--- src/design/pli_pkg.sv ---
// Shared types and constants for the piecewise linear interpolator.
// No dependencies; every other design file imports this package.
`default_nettype none

package pli_pkg;

  // Command codes carried in the command field of an input beat
  localparam logic CMD_WRITE = 1'b0;
  localparam logic CMD_QUERY = 1'b1;

  // Error codes returned with each result beat
  localparam logic [1:0] ERR_OK         = 2'd0;
  localparam logic [1:0] ERR_FEW_POINTS = 2'd1;
  localparam logic [1:0] ERR_ZERO_WIDTH = 2'd2;
  localparam logic [1:0] ERR_SATURATED  = 2'd3;

  // Divider operand widths
  localparam int DIVIDEND_W = 64;
  localparam int DIVISOR_W  = 32;

  // Quotients above this bound saturate without further checks (2^40)
  localparam logic [DIVIDEND_W-1:0] QUO_LIMIT = 64'h0000_0100_0000_0000;

  // Saturation bounds for the 43-bit sum
  localparam logic signed [42:0] SUM_MAX = 43'sd2147483647;
  localparam logic signed [42:0] SUM_MIN = -43'sd2147483648;

  typedef struct packed {
    logic        command;
    logic [7:0]  point_index;
    logic [31:0] point_x;
    logic [31:0] point_y;
    logic [31:0] query_value;
  } in_item_t;

  typedef struct packed {
    logic [31:0] result_value;
    logic [7:0]  segment_index;
    logic [1:0]  error_code;
  } out_item_t;

  // One table entry as stored in memory
  typedef struct packed {
    logic [31:0] x;
    logic [31:0] y;
  } point_t;

  typedef struct packed {
    logic                  start;
    logic [DIVIDEND_W-1:0] dividend;
    logic [DIVISOR_W-1:0]  divisor;
  } div_req_t;

  typedef struct packed {
    logic                  done;
    logic [DIVIDEND_W-1:0] quotient;
  } div_rsp_t;

  typedef enum logic [2:0] {
    ST_IDLE,
    ST_SEARCH,
    ST_LOAD,
    ST_MAG,
    ST_MUL,
    ST_DIVGO,
    ST_DIV
  } state_t;

endpackage

`default_nettype wire

--- src/design/pli_div.sv ---
// Unsigned restoring divider, 64 by 32 bits, one quotient bit per cycle.
// Depends on pli_pkg for the request and response structs.
`default_nettype none

module pli_div
  import pli_pkg::*;
(
  input  wire logic     clk,
  input  wire logic     rst,
  input  wire div_req_t req,
  output div_rsp_t      rsp
);

  localparam int CW = $clog2(DIVIDEND_W);

  logic                  running;
  logic                  done;
  logic [CW-1:0]         cnt;
  logic [DIVISOR_W-1:0]  divisor;
  logic [DIVISOR_W-1:0]  rem;
  logic [DIVIDEND_W-1:0] quo;

  logic [DIVISOR_W:0]    trial;
  logic                  ge;
  logic [DIVISOR_W:0]    diff;

  // One shift-and-subtract step
  always_comb begin
    trial = {rem, quo[DIVIDEND_W-1]};
    ge    = trial >= {1'b0, divisor};
    diff  = trial - {1'b0, divisor};
  end

  // Control
  always_ff @(posedge clk) begin
    if (rst) begin
      running <= 1'b0;
      done    <= 1'b0;
      cnt     <= '0;
    end else begin
      done <= 1'b0;
      if (req.start && !running) begin
        running <= 1'b1;
        cnt     <= '0;
      end else if (running) begin
        cnt <= cnt + CW'(1);
        if (cnt == CW'(DIVIDEND_W - 1)) begin
          running <= 1'b0;
          done    <= 1'b1;
        end
      end
    end
  end

  // Datapath: dividend shifts out of quo while quotient bits shift in
  always_ff @(posedge clk) begin
    if (req.start && !running) begin
      divisor <= req.divisor;
      rem     <= '0;
      quo     <= req.dividend;
    end else if (running) begin
      rem <= ge ? diff[DIVISOR_W-1:0] : trial[DIVISOR_W-1:0];
      quo <= {quo[DIVIDEND_W-2:0], ge};
    end
  end

  assign rsp.done     = done;
  assign rsp.quotient = quo;

endmodule

`default_nettype wire

--- config.mk ---
export PLATFORM = sky130hd
export DESIGN_NAME = pli_div
export DESIGN_NICKNAME = d
export VERILOG_FILES = /design/src/design/pli_pkg.sv /design/src/design/pli_div.sv
export SDC_FILE = /design/constraint.sdc
export NUM_CORES = 1
export LEC_CHECK = 0
export BUFFER_PORTS_ARGS = -buffer_cell sky130_fd_sc_hd__buf_2
export CAP_MARGIN = 20
export CORE_MARGIN = 2
export CORE_UTILIZATION = 55
export CTS_CLUSTER_DIAMETER = 100
export DETAILED_ROUTE_END_ITERATION = 8
export PLACE_DENSITY = 0.87
export SYNTH_ARGS = -nofsm -noshare
export SYNTH_HDL_FRONTEND = slang
export SYNTH_SLANG_ARGS = --single-unit
--- constraint.sdc ---
create_clock -name clk -period 4.1 [get_ports clk]
set_input_delay 0.205 -clock clk [delete_from_list [all_inputs] [get_ports clk]]
set_output_delay 0.205 -clock clk [all_outputs]
set_load 0.005 [all_outputs]
==> qor.yml, run 1 <==
run_status:
  outcome: "finished, final reports clean"
cells_and_area:
  insertedDiodeCount: 0
  finalNetCount: 957
  final_cell_mix: "buf_2 (163), edfxtp_1 (96), mux2_2 (64)"
  fillerInstances: 923
  utilization: 0.712
  syn2layout_area_growth_pct: 26.2
  mostFrequentLayoutCell: "buf_2"
  drive_gt1_frac: 0.330
critical_path:
  crit_chain: "inv_1 > ha_1 > a21o_1 > a21o_1 > a221oi_1 > a21oi_1 > o21a_1 > o32ai_1 > buf_4 > mux2_2 > o211ai_1"
  crit_type: "reg -> reg"
  required_ns: 4.45
  endpoint_kind: "register"
  cp_max_fo: 9
  path_common_cell: "a21o_1"
  cp-start-kind: "register"
  cpMaxStageDelayCell: "a221oi_1"
  critPathMaxStageDelay_ns: 0.50
  cp.arrival_ns: 3.48
routing:
  wl_per_cell_um: 17.6
  via_count: 5674
  drt-total-wl_um: 17700
  drc: 0
  firstDrtPassIters: 4
  routed_via_density: 5.62
  drtAntennaViolNets: 0
  drt-initial-drc-count: 227
logic_synthesis:
  syn-num-nets: 761
  yosys_warnings: 0
  synth_edf_count: 96
  ys_ff_latch: 136
  netlist_area_sq_um: 7150
  netlist_instances: 628
  synth_area_leaders: "edfxtp_1 (40%), dfxtp_1 (11%), mux2_2 (10%)"
  netlist.area_leader.share: 0.403
  synth_flop_cell: "edfxtp_1"
  async_flop_share: 0
  synth.avg_cell_area_sq_um: 11.4
  yosysSeqAreaShare: 0.515
  synth_top_area_cell: "edfxtp_1"
  synth_cell_types: 57
clock_network:
  clock_latency_ns: 0.43
  clk_pin_slew_ns: 0.06
  cts_tree: "yes"
  cts_resized: 0
  h-tree-depth: 4
  clk_path_buf_depth: 2
  clock-sinks: 136
  cts_buffers: 17
  post_cts_buffers: 0
  cts_hold_buf: 33
  clock_tree.root_cell: "clkbuf_16"
placed_design:
  portBuffers: 163
  gp_congestion: 0.906
  place_hpwl_um: 12500
timing:
  relSlewSlack: 0.366
  grt_setup_unrepaired: "no"
  max_freq_mhz: 320
  setup_tns_ns: 0
  finalSetupViolCount: 0
  fin_crit_ns: 3.13
  hold_viol_final: 0
  worst_pin_slew_ns: 0.950
  final_max_slew_viol_count: 0
  finClkSkew_ns: 0.0141
  fin_crit_sh: 0.763
die:
  pin_count: 164
  start_util: 0.564
  die_h_um: 118
  core-area_sq_um: 12700
  die-area_sq_um: 13900
  rows: 41
  chipWidth_um: 118
grt:
  grt_usage: 0.262
  overflow: 0
  grt_first_pass_wirelength_um: 29000
  grt_pass1_vias: 5989
  antenna_found_initial: 0
  grt_max_degree: 65
pwr:
  p_leak_nw: 3.82
  cellPowerDensity_nw_per_um2: 585
  peakVddDrop_mv: 0.394
run:
  timing.max_cap.violations: 0
hold_path:
  hp-class: "in -> reg"
per-stage QoR:
step	setup slack [ns]	power (W)	cells	area (sq um)	hold slack, ns
2_1_floorplan	1.43	0.00327	628	7150	0.284
3_3_place_gp	1.15	0.00366	944	8120	0.384
3_5_place_dp	1.03	0.00373	944	8120	0.383
4_1_cts	1.00	0.00528	1009	9020	0.0707
5_1_grt	0.657	0.00557	1009	9020	0.0692
6_report	0.972	0.00528	1009	9020	0.0759
power breakdown:
part | switching [W] | internal (W) | leakage (nW) | total, W
Clock | 0.000611 | 0.000898 | 0.281 | 0.00151
Combinational | 0.00101 | 0.000850 | 2.26 | 0.00186
Sequential | 0.000170 | 0.00173 | 1.28 | 0.00190
Total | 0.00180 | 0.00348 | 3.82 | 0.00528
worst paths after layout:
kind | start | cells past startpoint | endpoint | slack, ns
worst max-delay path | divisor[8] | 11 | rem[19] | 0.97
worst min-delay path | req[53] | 2 | quo[21] | 0.08
worst max register to register | divisor[8] | 11 | rem[19] | 0.97
worst min register to register | rem[13] | 2 | rem[13] | 0.47
layout make-up:
type / count / area [sq um] / share of cell area
inverter: 44 / 165 / 0.0183
multi-input combinational: 420 / 3170 / 0.351
clock inverter: 14 / 146 / 0.0162
tap: 172 / 215 / 0.0238
timing repair buffer: 205 / 1210 / 0.134
sequential: 136 / 3680 / 0.408
clock buffer: 18 / 429 / 0.0476
critical path: cells and delay by family (launching register included):
| family | cells | cell delay, ns |
|---|---|---|
| adder cells (fa/ha/maj) | 1 | 0.37 |
| buffers and inverters | 2 | 0.32 |
| AO/OA/AOI/OAI | 7 | 1.68 |
| multiplexers | 1 | 0.35 |
| flip-flops | 1 | 0.32 |
state kept, by name, summed over array words and instances (netlist names):
name     flops
done         1
cnt          6
running      1
quo         64
divisor     32
rem         32
routing by layer:
layer  GRT usage  routed length [um]  part of all wire
met1       0.301                7010              0.40
met2       0.454                9020              0.51
met3      0.0732                1200             0.068
met4       0.120                 507             0.029
met5           0                   0                 0
Yosys cell counts, drive strengths merged (2+ instances only):
| master | n |
|---|---|
| mux2i | 25 |
| ha | 33 |
| xor2 | 15 |
| nand3 | 10 |
| a32oi | 4 |
| o21a | 4 |
| o21ai | 43 |
| clkbuf | 15 |
| o221ai | 2 |
| mux2 | 64 |
| a311oi | 2 |
| a211oi | 4 |
| o21bai | 3 |
| inv | 44 |
| and3 | 3 |
| a21o | 12 |
| o31ai | 3 |
| dfxtp | 40 |
| nor2 | 23 |
| xnor2 | 16 |
| edfxtp | 96 |
| and4 | 3 |
| a22o | 2 |
| o31a | 2 |
| buf | 13 |
| a21oi | 40 |
| nand2 | 47 |
| o211ai | 5 |
| nor3 | 11 |
| or2 | 3 |
| or3 | 3 |
| nand4 | 7 |
| a31o | 2 |
| o41ai | 2 |
| nor2b | 6 |
| a31oi | 4 |
| nand2b | 2 |
kinds of logic after synthesis:
family / share of synthesized area
buffers and inverters: 0.0425
flip-flops: 0.515
adder cells (fa/ha/maj): 0.0606
XOR/XNOR: 0.0380
multiplexers: 0.136
AO/OA/AOI/OAI: 0.127
AND/OR/NAND/NOR: 0.0807
Note: power is estimated with default switching activity, not from simulation.
==> run 2: changes to the inputs <==
- clock period: 4.1 -> 2.9 ns (I/O delays scaled with it)
==> qor.yml, run 2 (synthesis gave the netlist of run 1 again) <==
run_status:
  outcome: "finished with violations"
  violations: "negative setup slack"
grt:
  grt_pass1_vias: 6206  # +3.6%
  antenna_found_initial: 0  # unchanged
  grt_usage: 0.273  # +0.0111
  grt_first_pass_wirelength_um: 30300  # +4.3%
  grt_max_degree: 65  # unchanged
  overflow: 0  # unchanged
critical_path:
  r2r-start: "divisor[1]"
  critPathMaxStageDelay_ns: 0.39  # -0.11 ns
  crit_chain: "inv_1 > ha_1 > nor2b_1 > o31a_1 > o21a_1 > o211ai_1 > a21oi_2 > o21a_2 > o32a_4 > buf_12 > mux2i_1 > a22o_1"
  cp_max_fo: 9  # unchanged
  required_ns: 3.22  # -1.23 ns
  endpoint_kind: "register"
  cp.arrival_ns: 3.24  # -0.24 ns
  setup.worst_path.start: "divisor[1]"
  cp-start-kind: "register"
  crit_type: "reg -> reg"
  cpMaxStageDelayCell: "edfxtp_1"
cells_and_area:
  stdcell_area_sq_um: 9360  # +3.7%
  mostFrequentLayoutCell: "buf_2"
  top_regs: "quo (64), divisor (32), rem (32)"
  insertedDiodeCount: 0  # unchanged
  syn2layout_area_growth_pct: 30.9
  drive_gt1_frac: 0.366  # +0.0362
  final_cell_mix: "buf_2 (163), edfxtp_1 (96), mux2_2 (64)"
  regMostFlops: "quo"
  finalNetCount: 978  # +2.2%
  largest_register_ff_count: 64  # unchanged
timing:
  grt_setup_unrepaired: "yes"
  fin_ws_ns: -0.0207  # -0.993 ns
  setup_tns_ns: -0.0508  # -0.0508 ns
  fin_crit_sh: 1.01  # +0.244
  worst_pin_slew_ns: 0.700  # -0.250 ns
  relSlewSlack: 0.532  # +0.166
  hold_viol_final: 0  # unchanged
  fin_crit_ns: 2.92  # -0.207 ns
  final_max_slew_viol_count: 0  # unchanged
  finClkSkew_ns: 0.00729  # -0.00676 ns
  finalSetupViolCount: 4  # +4
  max_freq_mhz: 342  # +7.1%
placed_design:
  placed_area_sq_um: 8300  # +2.3%
  dp_slack_ns: -0.0139  # -1.04 ns
  place_hpwl_um: 13200  # +5.7%
  gp_congestion: 0.924  # +1.9%
  portBuffers: 163  # unchanged
routing:
  wl_per_cell_um: 18.7  # +6.2%
  via_count: 5955  # +5.0%
  routed_via_density: 5.78  # +2.8%
  drt-initial-drc-count: 470  # +110%
  drtAntennaViolNets: 0  # unchanged
  drc: 0  # unchanged
  firstDrtPassIters: 5  # +1
  drt-total-wl_um: 19200  # +8.4%
clock_network:
  h-tree-depth: 4  # unchanged
  clock_latency_ns: 0.42  # about the same
  clk_pin_slew_ns: 0.06  # about the same
  cts_buffers: 17  # unchanged
  clk_path_buf_depth: 2  # unchanged
  cts_tree: "yes"
  clock-sinks: 136  # unchanged
  clock_tree.root_cell: "clkbuf_16"
hold_path:
  hp-class: "in -> reg"
  hold_start: "req[38]"
die:
  pin_count: 164  # unchanged
  core-area_sq_um: 12700  # unchanged
  start_util: 0.564  # unchanged
  rows: 41  # unchanged
  die_h_um: 118  # unchanged
  die-area_sq_um: 13900  # unchanged
  chipWidth_um: 118  # unchanged
pwr:
  p_leak_nw: 3.96  # +3.9%
  peakVddDrop_mv: 0.732  # +85%
  cellPowerDensity_nw_per_um2: 852  # +46%
run:
  timing.max_cap.violations: 0  # unchanged
==> run 2: cell types whose count changed in the layout (fill, tap and decap cells not counted), moves of 4 or more <==
| cell | delta |
|---|---|
| o21ai_0 | -5 |
| buf_12 | +5 |
| buf_4 | +14 |
| o21ai_1 | +4 |
==> run 2: final cells by class <==
class / instances / area, sq um
flip-flops and latches: 136 / 3680
fillers: 852 / 3310
multi-input cells: 420 / 3260
repair buffers: 226 / 1460
clock buffers: 19 / 433
well taps: 172 / 215
inverters: 44 / 165
clock inverters: 13 / 148
==> run 2: what timing repair did <==
item | CTS | global route
cloned | 0 | 1
hold buffers | 33 | 0
resized for setup | 1 | 26
hold endpoints to repair | 34 | 0
setup buffers | 0 | 2
endpoints found under the setup margin | 1 | 33
pin swaps | 0 | 11
==> run 2: path summary, 6_finish.rpt <==
| path | to | cells after the start | slack (ns) |
|---|---|---|---|
| setup / recovery | rem[1] | 12 | -0.02 |
| hold / removal | quo[6] | 2 | 0.02 |
| setup reg to reg | rem[1] | 12 | -0.02 |
| hold reg to reg | rem[25] | 2 | 0.47 |
==> run 2: per-layer routing <==
metal | vias to the layer above | track usage | part of all wire
met5 | - | 0 | 0
met4 | 0 | 0.115 | 0.030
met3 | 67 | 0.0751 | 0.079
met2 | 305 | 0.477 | 0.51
met1 | 2830 | 0.315 | 0.39
li1 | 2753 | - | -
==> run 2: critical path, delay by kind of cell (launching register included) <==
family	cells	cell delay, ns
compound gates	7	1.56
simple gates	1	0.16
flops	1	0.39
mux	1	0.12
fa+ha+maj	1	0.32
buf+inv	2	0.24
==> run 2: stage by stage <==
stage | hold slack (ns) | power (W) | instances | utilization
2_1_floorplan | 0.224 | 0.00462 | 628 | -
3_3_place_gp | 0.323 | 0.00535 | 962 | 0.655
3_5_place_dp | 0.323 | 0.00548 | 962 | 0.655
4_1_cts | 0.0116 | 0.00769 | 1027 | 0.728
5_1_grt | 0.0167 | 0.00834 | 1030 | 0.739
6_report | 0.0215 | 0.00797 | 1030 | 0.739
==> run 2: report_power, final <==
part / internal, W / switching [W] / total, W
Sequential: 0.00245 / 0.000257 / 0.00271
Clock: 0.00128 / 0.000864 / 0.00214
Combinational: 0.00147 / 0.00165 / 0.00312
Total: 0.00520 / 0.00278 / 0.00797
==> run 3: changes to the inputs <==
- RECOVER_POWER: default -> 100
==> qor.yml, run 3 (synthesis gave the netlist of run 1 again) <==
run_status:
  outcome: "finished with violations"
  violations: "max-capacitance violations, max-slew violations, negative setup slack"
hold_path:
  hold_start: "req[38]"
  whs_endpoint: "quo[6]"
  min_path_cells: 2  # unchanged
  hp-class: "in -> reg"
timing:
  hold_viol_final: 0  # unchanged
  setup_tns_ns: -0.0191  # +0.0317 ns
  grt_setup_unrepaired: "yes"
  fin_crit_sh: 1.00  # -0.00376
  max_freq_mhz: 344  # +0.38%
  finClkSkew_ns: 0.00813  # +0.000835 ns
  finalSetupViolCount: 3  # -1
  worst_pin_slew_ns: 1.60  # +0.901 ns
  final_max_slew_viol_count: 65  # +65
  relSlewSlack: -0.0674  # -0.599
  fin_crit_ns: 2.91  # -0.0109 ns
  fin_ws_ns: -0.00984  # +0.0109 ns
critical_path:
  worstReg2RegEnd: "rem[1]"
  worstRegToRegCells: 12  # unchanged
  cp_max_fo: 9  # unchanged
  cp-start-kind: "register"
  cp.arrival_ns: 3.23  # about the same
  endpoint_kind: "register"
  crit_type: "reg -> reg"
  rrSetupSlack_ns: -0.01  # about the same
  required_ns: 3.22  # about the same
  r2r-start: "divisor[1]"
die:
  chipWidth_um: 118  # unchanged
  die_h_um: 118  # unchanged
  core-area_sq_um: 12700  # unchanged
  rows: 41  # unchanged
  die-area_sq_um: 13900  # unchanged
  pin_count: 164  # unchanged
  start_util: 0.564  # unchanged
pwr:
  p_leak_nw: 3.85  # -3.0%
  finalPower_w: 0.00794  # -0.39%
  cellPowerDensity_nw_per_um2: 857  # +0.66%
  peakVddDrop_mv: 0.733  # +0.21%
routing:
  routed_via_density: 5.80  # +0.40%
  drc: 0  # unchanged
  drt-initial-drc-count: 545  # +16%
  firstDrtPassIters: 5  # unchanged
  drt-total-wl_um: 19200  # -0.14%
  drtAntennaViolNets: 0  # unchanged
  wl_per_cell_um: 18.6  # -0.14%
  via_count: 5979  # +0.40%
clock_network:
  cts_tree: "yes"
  cts_buffers: 17  # unchanged
  clk_pin_slew_ns: 0.06  # about the same
  clock_latency_ns: 0.42  # about the same
  clock-sinks: 136  # unchanged
  h-tree-depth: 4  # unchanged
  clock_tree.root_cell: "clkbuf_16"
  clk_path_buf_depth: 2  # unchanged
cells_and_area:
  largest_register_ff_count: 64  # unchanged
  syn2layout_area_growth_pct: 29.6
  finalNetCount: 978  # unchanged
  mostFrequentLayoutCell: "buf_2"
  drive_gt1_frac: 0.321  # -0.0455
  final_cell_mix: "buf_2 (130), edfxtp_1 (96), mux2_2 (62)"
  stdcell_area_sq_um: 9260  # -1.0%
  insertedDiodeCount: 0  # unchanged
  top_regs: "quo (64), divisor (32), rem (32)"
  regMostFlops: "quo"
  utilization: 0.731  # -0.00770
grt:
  antenna_found_initial: 0  # unchanged
  grt_max_degree: 65  # unchanged
  overflow: 0  # unchanged
  grt_pass1_vias: 6206  # unchanged
  grt_usage: 0.273  # unchanged
  grt_first_pass_wirelength_um: 30300  # unchanged
placed_design:
  portBuffers: 163  # unchanged
  gp_congestion: 0.924  # unchanged
  dp_slack_ns: -0.0139  # unchanged
  place_hpwl_um: 13200  # unchanged
  placed_area_sq_um: 8300  # unchanged
run:
  timing.max_cap.violations: 1  # +1
-- run 3: worst max path at each step --
stage | startpoint | cells past startpoint | to | slack, ns
2_1_floorplan | running | 4 | quo[56] | 0.23
3_3_place_gp | quo[63] | 12 | rem[30] | 0.17
3_5_place_dp | quo[63] | 12 | rem[30] | -0.01
4_1_cts | divisor[1] | 12 | rem[0] | 0.03
5_1_grt | divisor[1] | 12 | rem[30] | -0.1
6_report | divisor[1] | 12 | rem[1] | -0.01
-- run 3: critical path, cell delays in order (launching register included) --
cell	delay [ns]
edfxtp_1	0.39
inv_1	0.07
ha_1	0.32
nor2b_1	0.16
o31a_1	0.26
o21a_1	0.20
o211ai_1	0.30
a21oi_2	0.10
o21a_2	0.26
o32a_4	0.25
buf_12	0.17
mux2i_1	0.12
a22o_1	0.18
-- run 3: stage by stage --
| stage | hold WS, ns | instances |
|---|---|---|
| after floorplan | 0.224 | 628 |
| after global placement | 0.323 | 962 |
| after detailed placement | 0.323 | 962 |
| after CTS | 0.0116 | 1027 |
| after global routing | 0.0166 | 1030 |
| final | 0.0184 | 1030 |
-- run 3: power breakdown --
group	switching (W)	internal (W)	total, W
sequential	0.000257	0.00245	0.00271
clock	0.000872	0.00128	0.00215
combinational	0.00165	0.00143	0.00308
-- run 3: final cells by class --
cell class,count,area (sq um)
multi-input cells,420,3260
well taps,172,215
clock buffers,19,433
fillers,879,3410
repair buffers,226,1360
clock inverters,13,148
flip-flops and latches,136,3680
inverters,44,165
-- run 3: routing by layer --
metal  GRT usage  routed length, um  up-vias
met5           0                  0        -
met4       0.115                544        0
met3      0.0751               1530       54
met2       0.477               9770      307
met1       0.315               7360     2861
li1            -                  -     2757
-- run 3: repair_timing --
| action | in CTS | in global routing |
|---|---|---|
| setup endpoints to repair | 1 | 33 |
| pin swaps | 0 | 11 |
| hold buffers | 33 | 0 |
| endpoints found under the hold margin | 34 | 0 |
| resized for setup | 1 | 26 |
| buffers inserted | 0 | 2 |
| cloned | 0 | 1 |
